File: src/hw/rtl/hzbcd_pkg.sv
// Package for the hertz to packed BCD converter.
// Field types, reciprocal constants for the fixed divisions and the stage advance struct.
// No dependencies.
`default_nettype none

package hzbcd_pkg;

  localparam int unsigned FreqW  = 30;
  localparam int unsigned UnitsW = 27;
  localparam int unsigned QuadW  = 14;
  localparam int unsigned PairW  = 7;
  localparam int unsigned ByteW  = 8;

  typedef logic [FreqW-1:0]  freq_hz_t;
  typedef logic [UnitsW-1:0] units_t;
  typedef logic [QuadW-1:0]  quad_t;
  typedef logic [PairW-1:0]  pair_t;
  typedef logic [ByteW-1:0]  bcd_byte_t;

  // x / 10 = (x * Div10Mul) >> Div10Shift, exact for x < 2^30
  localparam logic [30:0] Div10Mul   = 31'd1717986919;
  localparam int unsigned Div10Shift = 34;

  // x / 10000 = (x * Div1e4Mul) >> Div1e4Shift, exact for x <= MaxUnits
  localparam units_t      Div1e4Mul   = 27'd109951163;
  localparam int unsigned Div1e4Shift = 40;

  // x / 100 = (x * Div100Mul) >> Div100Shift, exact for x <= 9999
  localparam quad_t       Div100Mul   = 14'd10486;
  localparam int unsigned Div100Shift = 20;

  // x / 10 = (x * DivTenMul) >> DivTenShift, exact for x <= 99
  localparam pair_t       DivTenMul   = 7'd103;
  localparam int unsigned DivTenShift = 10;

  localparam units_t MaxUnits  = 27'd99999999;
  localparam units_t QuadBase  = 27'd10000;
  localparam quad_t  PairBase  = 14'd100;
  localparam pair_t  DigitBase = 7'd10;
  localparam logic [3:0] MaxDigit = 4'd9;

  typedef struct packed {
    logic div;
    logic rem;
    logic pack;
  } hzbcd_adv_t;

endpackage

`default_nettype wire

File: src/hw/rtl/hzbcd_if.sv
// Valid/ready channel interfaces for the hertz to packed BCD converter.
// Depends on hzbcd_pkg.
`default_nettype none

interface hzbcd_in_if import hzbcd_pkg::*; ();
  logic     valid;
  logic     ready;
  freq_hz_t freq_hz;

  modport source (output valid, output freq_hz, input ready);
  modport sink   (input valid, input freq_hz, output ready);
endinterface

interface hzbcd_out_if import hzbcd_pkg::*; ();
  logic      valid;
  logic      ready;
  bcd_byte_t bcd_byte0;
  bcd_byte_t bcd_byte1;
  bcd_byte_t bcd_byte2;
  bcd_byte_t bcd_byte3;

  modport source (output valid, output bcd_byte0, output bcd_byte1, output bcd_byte2,
                  output bcd_byte3, input ready);
  modport sink   (input valid, input bcd_byte0, input bcd_byte1, input bcd_byte2,
                  input bcd_byte3, output ready);
endinterface

`default_nettype wire

File: src/hw/rtl/hzbcd_quad_split.sv
// Splits a four digit value (0..9999) into two packed BCD bytes over three stages.
// Stage enables come from the top level. Depends on hzbcd_pkg.
`default_nettype none

module hzbcd_quad_split import hzbcd_pkg::*; (
  input  logic       clk_i,
  input  hzbcd_adv_t adv_i,
  input  quad_t      quad_i,
  output bcd_byte_t  hi_byte_o,
  output bcd_byte_t  lo_byte_o
);

  function automatic bcd_byte_t pack_pair(pair_t p);
    logic [2*PairW-1:0] t;
    logic [3:0]         tens;
    pair_t              ones;
    t    = (2*PairW)'(p) * (2*PairW)'(DivTenMul);
    tens = t[DivTenShift +: 4];
    ones = p - PairW'(tens) * DigitBase;
    return {tens, ones[3:0]};
  endfunction

  logic [2*QuadW-1:0] prod_div;
  pair_t              div_q_d;
  quad_t              rem_full;

  pair_t     div_q_q;
  quad_t     div_quad_q;
  pair_t     pair_hi_q, pair_lo_q;
  bcd_byte_t hi_byte_q, lo_byte_q;

  assign prod_div = (2*QuadW)'(quad_i) * (2*QuadW)'(Div100Mul);
  assign div_q_d  = prod_div[Div100Shift +: PairW];
  assign rem_full = div_quad_q - QuadW'(div_q_q) * PairBase;

  always_ff @(posedge clk_i) begin
    if (adv_i.div) begin
      div_q_q    <= div_q_d;
      div_quad_q <= quad_i;
    end
    if (adv_i.rem) begin
      pair_hi_q <= div_q_q;
      pair_lo_q <= rem_full[PairW-1:0];
    end
    if (adv_i.pack) begin
      hi_byte_q <= pack_pair(pair_hi_q);
      lo_byte_q <= pack_pair(pair_lo_q);
    end
  end

  assign hi_byte_o = hi_byte_q;
  assign lo_byte_o = lo_byte_q;

endmodule

`default_nettype wire

File: src/hw/rtl/hz_to_packed_bcd_freq_top.sv
// Top level of the hertz to packed BCD converter.
// Depends on hzbcd_pkg, hzbcd_if and hzbcd_quad_split.
`default_nettype none

// Takes a frequency in hertz, drops the units digit (divide by ten, truncating) and
// returns eight packed BCD digits, most significant pair in bcd_byte0. Inputs of
// 1e9 Hz or more saturate to all 0x99. One word is accepted every cycle unless a
// stalled output has backed up the stages; a result is offered after an input
// register, then one stage each for the reciprocal divisions by 10 and 10000, the
// back-multiply for the low four digits, the division by 100, the back-multiply for
// its remainder and the digit packing. Stages collapse bubbles, so a stalled output
// only holds back the words queued behind it. No state is kept between words.
module hz_to_packed_bcd_freq_top import hzbcd_pkg::*; (
  input  logic        clk_i,
  input  logic        rst_ni,
  hzbcd_in_if.sink    freq_i,
  hzbcd_out_if.source bcd_o
);

  localparam int unsigned NumStages = 7;

  logic [NumStages-1:0] valid_q, valid_d, adv;

  freq_hz_t            s1_hz_q;
  units_t              s2_units_q, s3_units_q;
  quad_t               s3_hi_q, s4_hi_q, s4_lo_q;
  logic [60:0]         prod10;
  units_t              units_raw, units_d;
  logic [2*UnitsW-1:0] prod1e4;
  quad_t               hi_d;
  units_t              lo_full;
  hzbcd_adv_t          adv_split;

  always_comb begin
    adv[NumStages-1] = ~valid_q[NumStages-1] | bcd_o.ready;
    for (int k = NumStages - 2; k >= 0; k--) begin
      adv[k] = ~valid_q[k] | adv[k+1];
    end
  end

  always_comb begin
    valid_d[0] = adv[0] ? freq_i.valid : valid_q[0];
    for (int k = 1; k < NumStages; k++) begin
      valid_d[k] = adv[k] ? valid_q[k-1] : valid_q[k];
    end
  end

  always_ff @(posedge clk_i or negedge rst_ni) begin
    if (!rst_ni) begin
      valid_q <= '0;
    end else begin
      valid_q <= valid_d;
    end
  end

  assign freq_i.ready = adv[0];

  // divide by ten, then clamp to eight digits
  assign prod10    = 61'(s1_hz_q) * 61'(Div10Mul);
  assign units_raw = prod10[Div10Shift +: UnitsW];
  assign units_d   = (units_raw > MaxUnits) ? MaxUnits : units_raw;

  assign prod1e4 = (2*UnitsW)'(s2_units_q) * (2*UnitsW)'(Div1e4Mul);
  assign hi_d    = prod1e4[Div1e4Shift +: QuadW];
  assign lo_full = s3_units_q - UnitsW'(s3_hi_q) * QuadBase;

  always_ff @(posedge clk_i) begin
    if (adv[0]) begin
      s1_hz_q <= freq_i.freq_hz;
    end
    if (adv[1]) begin
      s2_units_q <= units_d;
    end
    if (adv[2]) begin
      s3_units_q <= s2_units_q;
      s3_hi_q    <= hi_d;
    end
    if (adv[3]) begin
      s4_hi_q <= s3_hi_q;
      s4_lo_q <= lo_full[QuadW-1:0];
    end
  end

  assign adv_split.div  = adv[4];
  assign adv_split.rem  = adv[5];
  assign adv_split.pack = adv[6];

  hzbcd_quad_split u_split_hi (
    .clk_i     (clk_i),
    .adv_i     (adv_split),
    .quad_i    (s4_hi_q),
    .hi_byte_o (bcd_o.bcd_byte0),
    .lo_byte_o (bcd_o.bcd_byte1)
  );

  hzbcd_quad_split u_split_lo (
    .clk_i     (clk_i),
    .adv_i     (adv_split),
    .quad_i    (s4_lo_q),
    .hi_byte_o (bcd_o.bcd_byte2),
    .lo_byte_o (bcd_o.bcd_byte3)
  );

  assign bcd_o.valid = valid_q[NumStages-1];

`ifndef NO_ASSERTIONS
  a_fill: assert property (@(posedge clk_i) disable iff (!rst_ni)
    freq_i.valid && freq_i.ready |=> valid_q[0])
    else $error("accepted word not captured");

  a_clamp: assert property (@(posedge clk_i) disable iff (!rst_ni)
    valid_q[1] |-> s2_units_q <= MaxUnits)
    else $error("units above eight digits");

  a_quads: assert property (@(posedge clk_i) disable iff (!rst_ni)
    valid_q[3] |-> (s4_lo_q < QuadBase[QuadW-1:0]) && (s4_hi_q < QuadBase[QuadW-1:0]))
    else $error("four digit split out of range");

  a_digits: assert property (@(posedge clk_i) disable iff (!rst_ni)
    bcd_o.valid |->
      (bcd_o.bcd_byte0[7:4] <= MaxDigit) && (bcd_o.bcd_byte0[3:0] <= MaxDigit) &&
      (bcd_o.bcd_byte1[7:4] <= MaxDigit) && (bcd_o.bcd_byte1[3:0] <= MaxDigit) &&
      (bcd_o.bcd_byte2[7:4] <= MaxDigit) && (bcd_o.bcd_byte2[3:0] <= MaxDigit) &&
      (bcd_o.bcd_byte3[7:4] <= MaxDigit) && (bcd_o.bcd_byte3[3:0] <= MaxDigit))
    else $error("non-BCD digit on output");
`endif

endmodule

`default_nettype wire

File: src/flat_wrapper.sv
// flat-port wrapper written by rule: the top's interface ports become plain ports
module hz_to_packed_bcd_freq_top_flat import hzbcd_pkg::*;
  (clk_i, rst_ni, freq_i_valid, freq_i_freq_hz, freq_i_ready, bcd_o_valid, bcd_o_bcd_byte0, bcd_o_bcd_byte1, bcd_o_bcd_byte2, bcd_o_bcd_byte3, bcd_o_ready);
  hzbcd_in_if freq_i_i ();
  hzbcd_out_if bcd_o_i ();
  input  logic clk_i;
  input  logic rst_ni;
  input wire logic [$bits(freq_i_i.valid)-1:0] freq_i_valid;
  input wire logic [$bits(freq_i_i.freq_hz)-1:0] freq_i_freq_hz;
  output wire logic [$bits(freq_i_i.ready)-1:0] freq_i_ready;
  output wire logic [$bits(bcd_o_i.valid)-1:0] bcd_o_valid;
  output wire logic [$bits(bcd_o_i.bcd_byte0)-1:0] bcd_o_bcd_byte0;
  output wire logic [$bits(bcd_o_i.bcd_byte1)-1:0] bcd_o_bcd_byte1;
  output wire logic [$bits(bcd_o_i.bcd_byte2)-1:0] bcd_o_bcd_byte2;
  output wire logic [$bits(bcd_o_i.bcd_byte3)-1:0] bcd_o_bcd_byte3;
  input wire logic [$bits(bcd_o_i.ready)-1:0] bcd_o_ready;
  assign freq_i_i.valid = freq_i_valid;
  assign freq_i_i.freq_hz = freq_i_freq_hz;
  assign freq_i_ready = freq_i_i.ready;
  assign bcd_o_valid = bcd_o_i.valid;
  assign bcd_o_bcd_byte0 = bcd_o_i.bcd_byte0;
  assign bcd_o_bcd_byte1 = bcd_o_i.bcd_byte1;
  assign bcd_o_bcd_byte2 = bcd_o_i.bcd_byte2;
  assign bcd_o_bcd_byte3 = bcd_o_i.bcd_byte3;
  assign bcd_o_i.ready = bcd_o_ready;
  hz_to_packed_bcd_freq_top u_core (.clk_i(clk_i), .rst_ni(rst_ni), .freq_i(freq_i_i), .bcd_o(bcd_o_i));
endmodule
File: config.mk
export PLATFORM = sky130hd
export DESIGN_NAME = hz_to_packed_bcd_freq_top_flat
export DESIGN_NICKNAME = d
export VERILOG_FILES = /design/src/hw/rtl/hzbcd_pkg.sv /design/src/hw/rtl/hzbcd_if.sv /design/src/hw/rtl/hzbcd_quad_split.sv /design/src/hw/rtl/hz_to_packed_bcd_freq_top.sv /design/src/flat_wrapper.sv
export SDC_FILE = /design/constraint.sdc
export NUM_CORES = 2
export LEC_CHECK = 0
export ABC_AREA = 0
export BUFFER_PORTS_ARGS = -buffer_cell sky130_fd_sc_hd__buf_4
export CAP_MARGIN = 20
export CORE_MARGIN = 2
export CORE_UTILIZATION = 54
export DETAILED_ROUTE_END_ITERATION = 16
export PLACE_DENSITY = 0.75
export RECOVER_POWER = 50
export SLEW_MARGIN = 15
export SYNTH_ARGS = -nofsm -noshare
export SYNTH_HDL_FRONTEND = slang
export SYNTH_SLANG_ARGS = --single-unit
File: constraint.sdc
create_clock -name clk_i -period 9.7 [get_ports clk_i]
set_clock_uncertainty 0.05 [all_clocks]
set_input_delay 2.425 -clock clk_i [delete_from_list [all_inputs] [get_ports clk_i]]
set_output_delay 2.425 -clock clk_i [all_outputs]
set_load 0.05 [all_outputs]
Word level (Yosys, flattened, before mapping)
Cells that the tools add are included. Widths: inputs -> output; s select.

Bits in read-only memories: 0. Output and inout bits: 34. Logic and storage cells: 62. Memories: 0. Input port bits: 34. Bits in registers: 208. Latch bits: 0. RAM bits: 0.

Shift-type cells: 0. Reduce and logical (&&, ||, !) cells: 0. Multiply operators: 15. $lt $le $gt $ge: 1. Divide/modulo/power cells: 0. Bitwise gates (word level): 14. Mux-type cells: 0. Equal/unequal tests: 0. $add $sub $neg: 7.

Operator list (count): $mul 30x31->61 const B (1); $mul 7x7->14 const B (4); $mul 27x27->54 const B (1); $mul 14x13->26 const B (2); $gt 27x27->1 const B (1); $mul 4x3->3 const B (4); $sub 4x4->4 (4); $mul 14x10->10 const B (1); $mul 7x5->5 const B (2); $sub 14x14->14 (1); $sub 7x7->7 (2); $not 1->1 (7); $or 1x1->1 (7).

Logic depth before layout (Yosys ltp)
Depth in word-level cells: 8. Gate-level depth with buffers: 31. Depth with buffers taken out: 28.

By module
Synthesis repeated with hierarchy kept, for this count alone.

Cell total of the unflattened synthesis: 4019. Area total of the unflattened synthesis: 43061.3 um^2.

By module, submodules not included: hz_to_packed_bcd_freq_top (seq. area each 3568.4 um^2, area each 29896.2 um^2, cells an instance 2873, times used 1); hzbcd_quad_split (seq. area each 1321.3 um^2, area each 6582.6 um^2, cells an instance 573, times used 2).

Worst setup path before layout
OpenSTA, ideal clock, no wires.

Path type: input port to output port. Start point: input bcd_o_ready. End point: output freq_i_ready. Arrival time: 5174 ps. Cell stages on the path: 4. Setup slack: 2051 ps. Required time: 7225 ps. Buffers on the path: 0. Cell sequence: nor2b_1 > nand3_1 > nor2_1 > nand4_1.

Cells in the longest elaborated chain, start to end: 7.

Ends and longest elaborated chain: start: declaration (RTL line flat_wrapper.sv:16) `input wire logic [$bits(bcd_o_i.ready)-1:0] bcd_o_ready;`; $or 1x1->1 (RTL line hz_to_packed_bcd_freq_top.sv:35) `adv[NumStages-1] = ~valid_q[NumStages-1] | bcd_o.ready;`; $or 1x1->1 (2 in series) (RTL line hz_to_packed_bcd_freq_top.sv:37) `adv[k] = ~valid_q[k] | adv[k+1];`; net u_core.adv[4] (RTL line hz_to_packed_bcd_freq_top.sv:22) `logic [NumStages-1:0] valid_q, valid_d, adv;`; $or 1x1->1 (4 in series) (RTL line hz_to_packed_bcd_freq_top.sv:37); end: declaration (RTL line flat_wrapper.sv:10) `output wire logic [$bits(freq_i_i.ready)-1:0] freq_i_ready;`.

The timed path passes the listed nets, and every way through them passes these cells.

Worst setup path after layout
Start point: register u_core.s1_hz_q[12]. End point: register u_core.s2_units_q[13], data pin.

Cells in the longest elaborated chain, start to end: 2.

Ends and longest elaborated chain: start: declaration (RTL line hz_to_packed_bcd_freq_top.sv:24) `freq_hz_t s1_hz_q;`; start signal: assignment (RTL line hz_to_packed_bcd_freq_top.sv:69) `s1_hz_q <= freq_i.freq_hz;`; $mul 30x31->61 * (RTL line hz_to_packed_bcd_freq_top.sv:59) `assign prod10 = 61'(s1_hz_q) * 61'(Div10Mul);`; $gt 27x27->1 (RTL line hz_to_packed_bcd_freq_top.sv:61) `assign units_d = (units_raw > MaxUnits) ? MaxUnits : units_raw;`; end signal: assignment (RTL line hz_to_packed_bcd_freq_top.sv:72) `s2_units_q <= units_d;`; end: declaration (RTL line hz_to_packed_bcd_freq_top.sv:25) `units_t s2_units_q, s3_units_q;`.

Every way passes the cells marked *; elsewhere a longest branch is shown, timed or not. A chain may end at the register's enable or synchronous reset.

==> summary.txt <==
FINISH
------------------------------------------------------------------------------
Number of diodes ................................................            0
Area growth syn-to-layout .......................................        5.99%
Share of cells above drive strength 1 ...........................       0.0397
Final nets ......................................................         5832

CRITICAL PATH
------------------------------------------------------------------------------
Delay of the slowest critical-path stage ........................      0.66 ns
Most frequent cell on the critical path .........................         fa_1
Critical-path cell list ......................................... ha_1, fa_1, inv_1, fa_1, inv_1, fa_1, inv_1, fa_1, inv_1, fa_1, fa_1, fa_1, ha_1, nand4_4, nor4_4, o2111ai_1, a31oi_1, o2111ai_1, a211oi_2, nor4_4, nor3_1, a2bb2oi_2, o21ai_0
Worst Setup Path Type ...........................................      reg2reg
Worst-path cell with the longest stage delay ....................         fa_1
Worst path arrival time .........................................      9.00 ns
Required time reported for the critical path endpoint ...........      9.95 ns
Startpoint kind of the worst setup timing path ..................         flop
Sort of element at the end of the critical path .................         flop
Largest fanout on the critical path .............................           16
R2R Setup Slk ...................................................      0.96 ns

ROUTING
------------------------------------------------------------------------------
Average wire per standard cell ..................................      18.9 um
Post-detailed-route via-to-cell ratio ...........................         5.37
Post-route DRC ..................................................            0
Detailed-route via count ........................................        28011
Post-Route WL ...................................................      98.7 mm
Number of nets with antenna violations after detailed routing ...            0
Iteration count of the initial detailed-routing pass ............            5
Iteration-0 DRC count of the detailed router ....................         1764

DIE
------------------------------------------------------------------------------
Die height ......................................................       288 um
Die width .......................................................       288 um
Number of top-level pins ........................................           68
Number of cell rows .............................................          104
Initial Util ....................................................        0.542
Core ar. ........................................................   80200 um^2
Die outline area ................................................   82800 um^2

GRT
------------------------------------------------------------------------------
Global-route congestion overflow total ..........................            0
Global-route wire length before repair ..........................       161 mm
Number of global-route vias before repair .......................        30757
Antenna violations before repair ................................            1
Maximum number of pins on one net before global-route repair ....           33
Overall fraction of global-route tracks in use ..................        0.250

LOGIC SYNTHESIS
------------------------------------------------------------------------------
Number of enable-type register cells in the synthesized netlist .          201
Synthesis-stage register bit count ..............................          208
Synth Area per Inst .............................................    10.7 um^2
Dominant synthesized flop cell ..................................     edfxtp_1
Number of warnings printed during yosys synthesis ...............            0
Post-synthesis instance area ....................................   43500 um^2
Synthesized net count ...........................................         5751
Post-Synthesis Cells ............................................         4056
Distinct cell type count of the synthesized netlist .............           91
Seq/Total Area, Yosys ...........................................        0.143
Async set-reset flop share out of synthesis .....................       0.0337

CLOCK TREE
------------------------------------------------------------------------------
Total clock sinks ...............................................          208
Worst skew pair latency .........................................      0.59 ns
CTS tree ........................................................          yes
Count of buffers added by post-CTS timing repair for setup ......            0
CTS-repair resized insts ........................................            0
Clock slew at reported path FFs .................................      0.06 ns
Root buffer cell ................................................    clkbuf_16
CTS hold repair buffers .........................................            0
Number of buffers inserted during clock tree synthesis ..........           27
Max H-tree Level ................................................            1
Clock Tree Buf Depth ............................................            3

STA
------------------------------------------------------------------------------
Setup repair after global routing missed its margin .............        false
Final hold violations ...........................................            0
Final Cycle Share ...............................................        0.901
Setup-violating endpoint count in the final report ..............            0
Final Max Slew Viols ............................................          124
Headroom to the max-slew limit ..................................       -0.417
Actual slew at the worst max-slew pin ...........................      2.13 ns
Peak Freq .......................................................    0.114 GHz
Tmin final ......................................................      8.74 ns
Total negative slack ............................................         0 ns

OUTCOME
------------------------------------------------------------------------------
Result of the run ............................................... complete, but fails checks
Failing checks .................................................. max-capacitance violations, max-slew violations

PLACEMENT
------------------------------------------------------------------------------
Port bufs .......................................................           67
Placed wire-length estimate .....................................      87.8 mm
RePlAce Congestion ..............................................         1.03

RUN
------------------------------------------------------------------------------
Max capacitance violation total .................................            4

HOLD PATH
------------------------------------------------------------------------------
Class of the worst hold path ....................................      reg2reg

[layer usage]
metal,vias to the layer above,GRT usage,wire length (um)
met5,-,0,0
met4,0,0.0968,4750
met3,209,0.0405,6200
met2,849,0.426,47300
met1,13887,0.319,40400
li1,13066,-,-
[logic make-up (layout without fill, tap and decap cells)]
kind of cell / count (synthesis) / in the layout / share of synthesized area
mux: 3 / 3 / 0.000720
simple gates: 328 / 328 / 0.0426
xor+xnor: 117 / 117 / 0.0236
buf+inv: 1315 / 1417 / 0.115
compound gates: 424 / 424 / 0.0692
fa+ha+maj: 1661 / 1661 / 0.606
flops: 208 / 208 / 0.143
[per-stage QoR]
step	worst slack, ns	cells	hold slack, ns	cell area, um^2	util
floorplan	2.05	4056	0.350	43500	-
global placement	1.26	5168	0.353	45200	0.564
detailed placement	1.00	5168	0.356	45200	0.564
CTS	0.980	5218	0.368	46100	0.575
global route	0.441	5218	0.374	46100	0.575
finish	0.956	5218	0.364	46100	0.575
[cell usage after synthesis, drive strengths merged (31+ instances only)]
cell type / n / area, um^2
edfxtp: 201 / 6040
nand3: 35 / 180
ha: 920 / 11500
nand4: 31 / 230
a21o: 91 / 683
fa: 741 / 14800
a21oi: 99 / 503
nor2: 62 / 233
inv: 1291 / 4850
o21ai: 53 / 269
nand2: 59 / 221
xnor2: 88 / 771
[path summary, 6_finish.rpt]
kind | from | to | cells after the start
max reg2reg | u_core.s1_hz_q[12]$_DFFE_PP_ | u_core.s2_units_q[13]$_SDFFCE_PN1P_ | 23
min reg2reg | u_core.s3_hi_q[12]$_DFFE_PP_ | u_core.s4_hi_q[12]$_DFFE_PP_ | 0
min | u_core.s3_hi_q[12]$_DFFE_PP_ | u_core.s4_hi_q[12]$_DFFE_PP_ | 0
max in group asynchronous | rst_ni | u_core.valid_q[2]$_DFFE_PN0P_ | 1
max | u_core.s1_hz_q[12]$_DFFE_PP_ | u_core.s2_units_q[13]$_SDFFCE_PN1P_ | 23
min in group asynchronous | rst_ni | u_core.valid_q[6]$_DFFE_PN0P_ | 1
[registers in the layout (all words and copies together) (netlist names), 14 cells and up]
register and flops:
u_core.s4_hi_q 14, u_core.s2_units_q 27, u_core.s3_units_q 14, u_core.s3_hi_q 14, u_core.s4_lo_q 14, u_core.s1_hz_q 30
[cell usage in the layout, fill, tap and decap left out, types with 47 or more instances in the layout]
cell type,instances
inv_1,1289
ha_1,920
fa_1,741
edfxtp_1,201
a21oi_1,97
a21o_1,91
xnor2_1,88
nor2_1,62
nand2_1,58
o21ai_0,47
[layout make-up]
cell class | count | area (um^2)
Sequential cell | 208 | 6210
Clock buffer | 41 | 788
Multi-Input combinational cell | 2533 | 32300
Clock inverter | 9 | 76.3
Fill cell | 6665 | 34100
Timing Repair Buffer | 76 | 544
Tap cell | 1060 | 1330
Inverter | 1291 | 4850
[critical path, delay by kind of cell (launching register included)]
kind | cells | cell delay, ns
and+or+nand+nor | 4 | 1.01
AOI/OAI and AO/OA | 6 | 1.94
DFF | 1 | 0.53
buffers and inverters | 4 | 0.37
adders and majority gates | 9 | 4.56
Power is left out: the tool's default activity adds up to more than one toggle a clock period on the data nets, which glitch-free logic cannot reach.
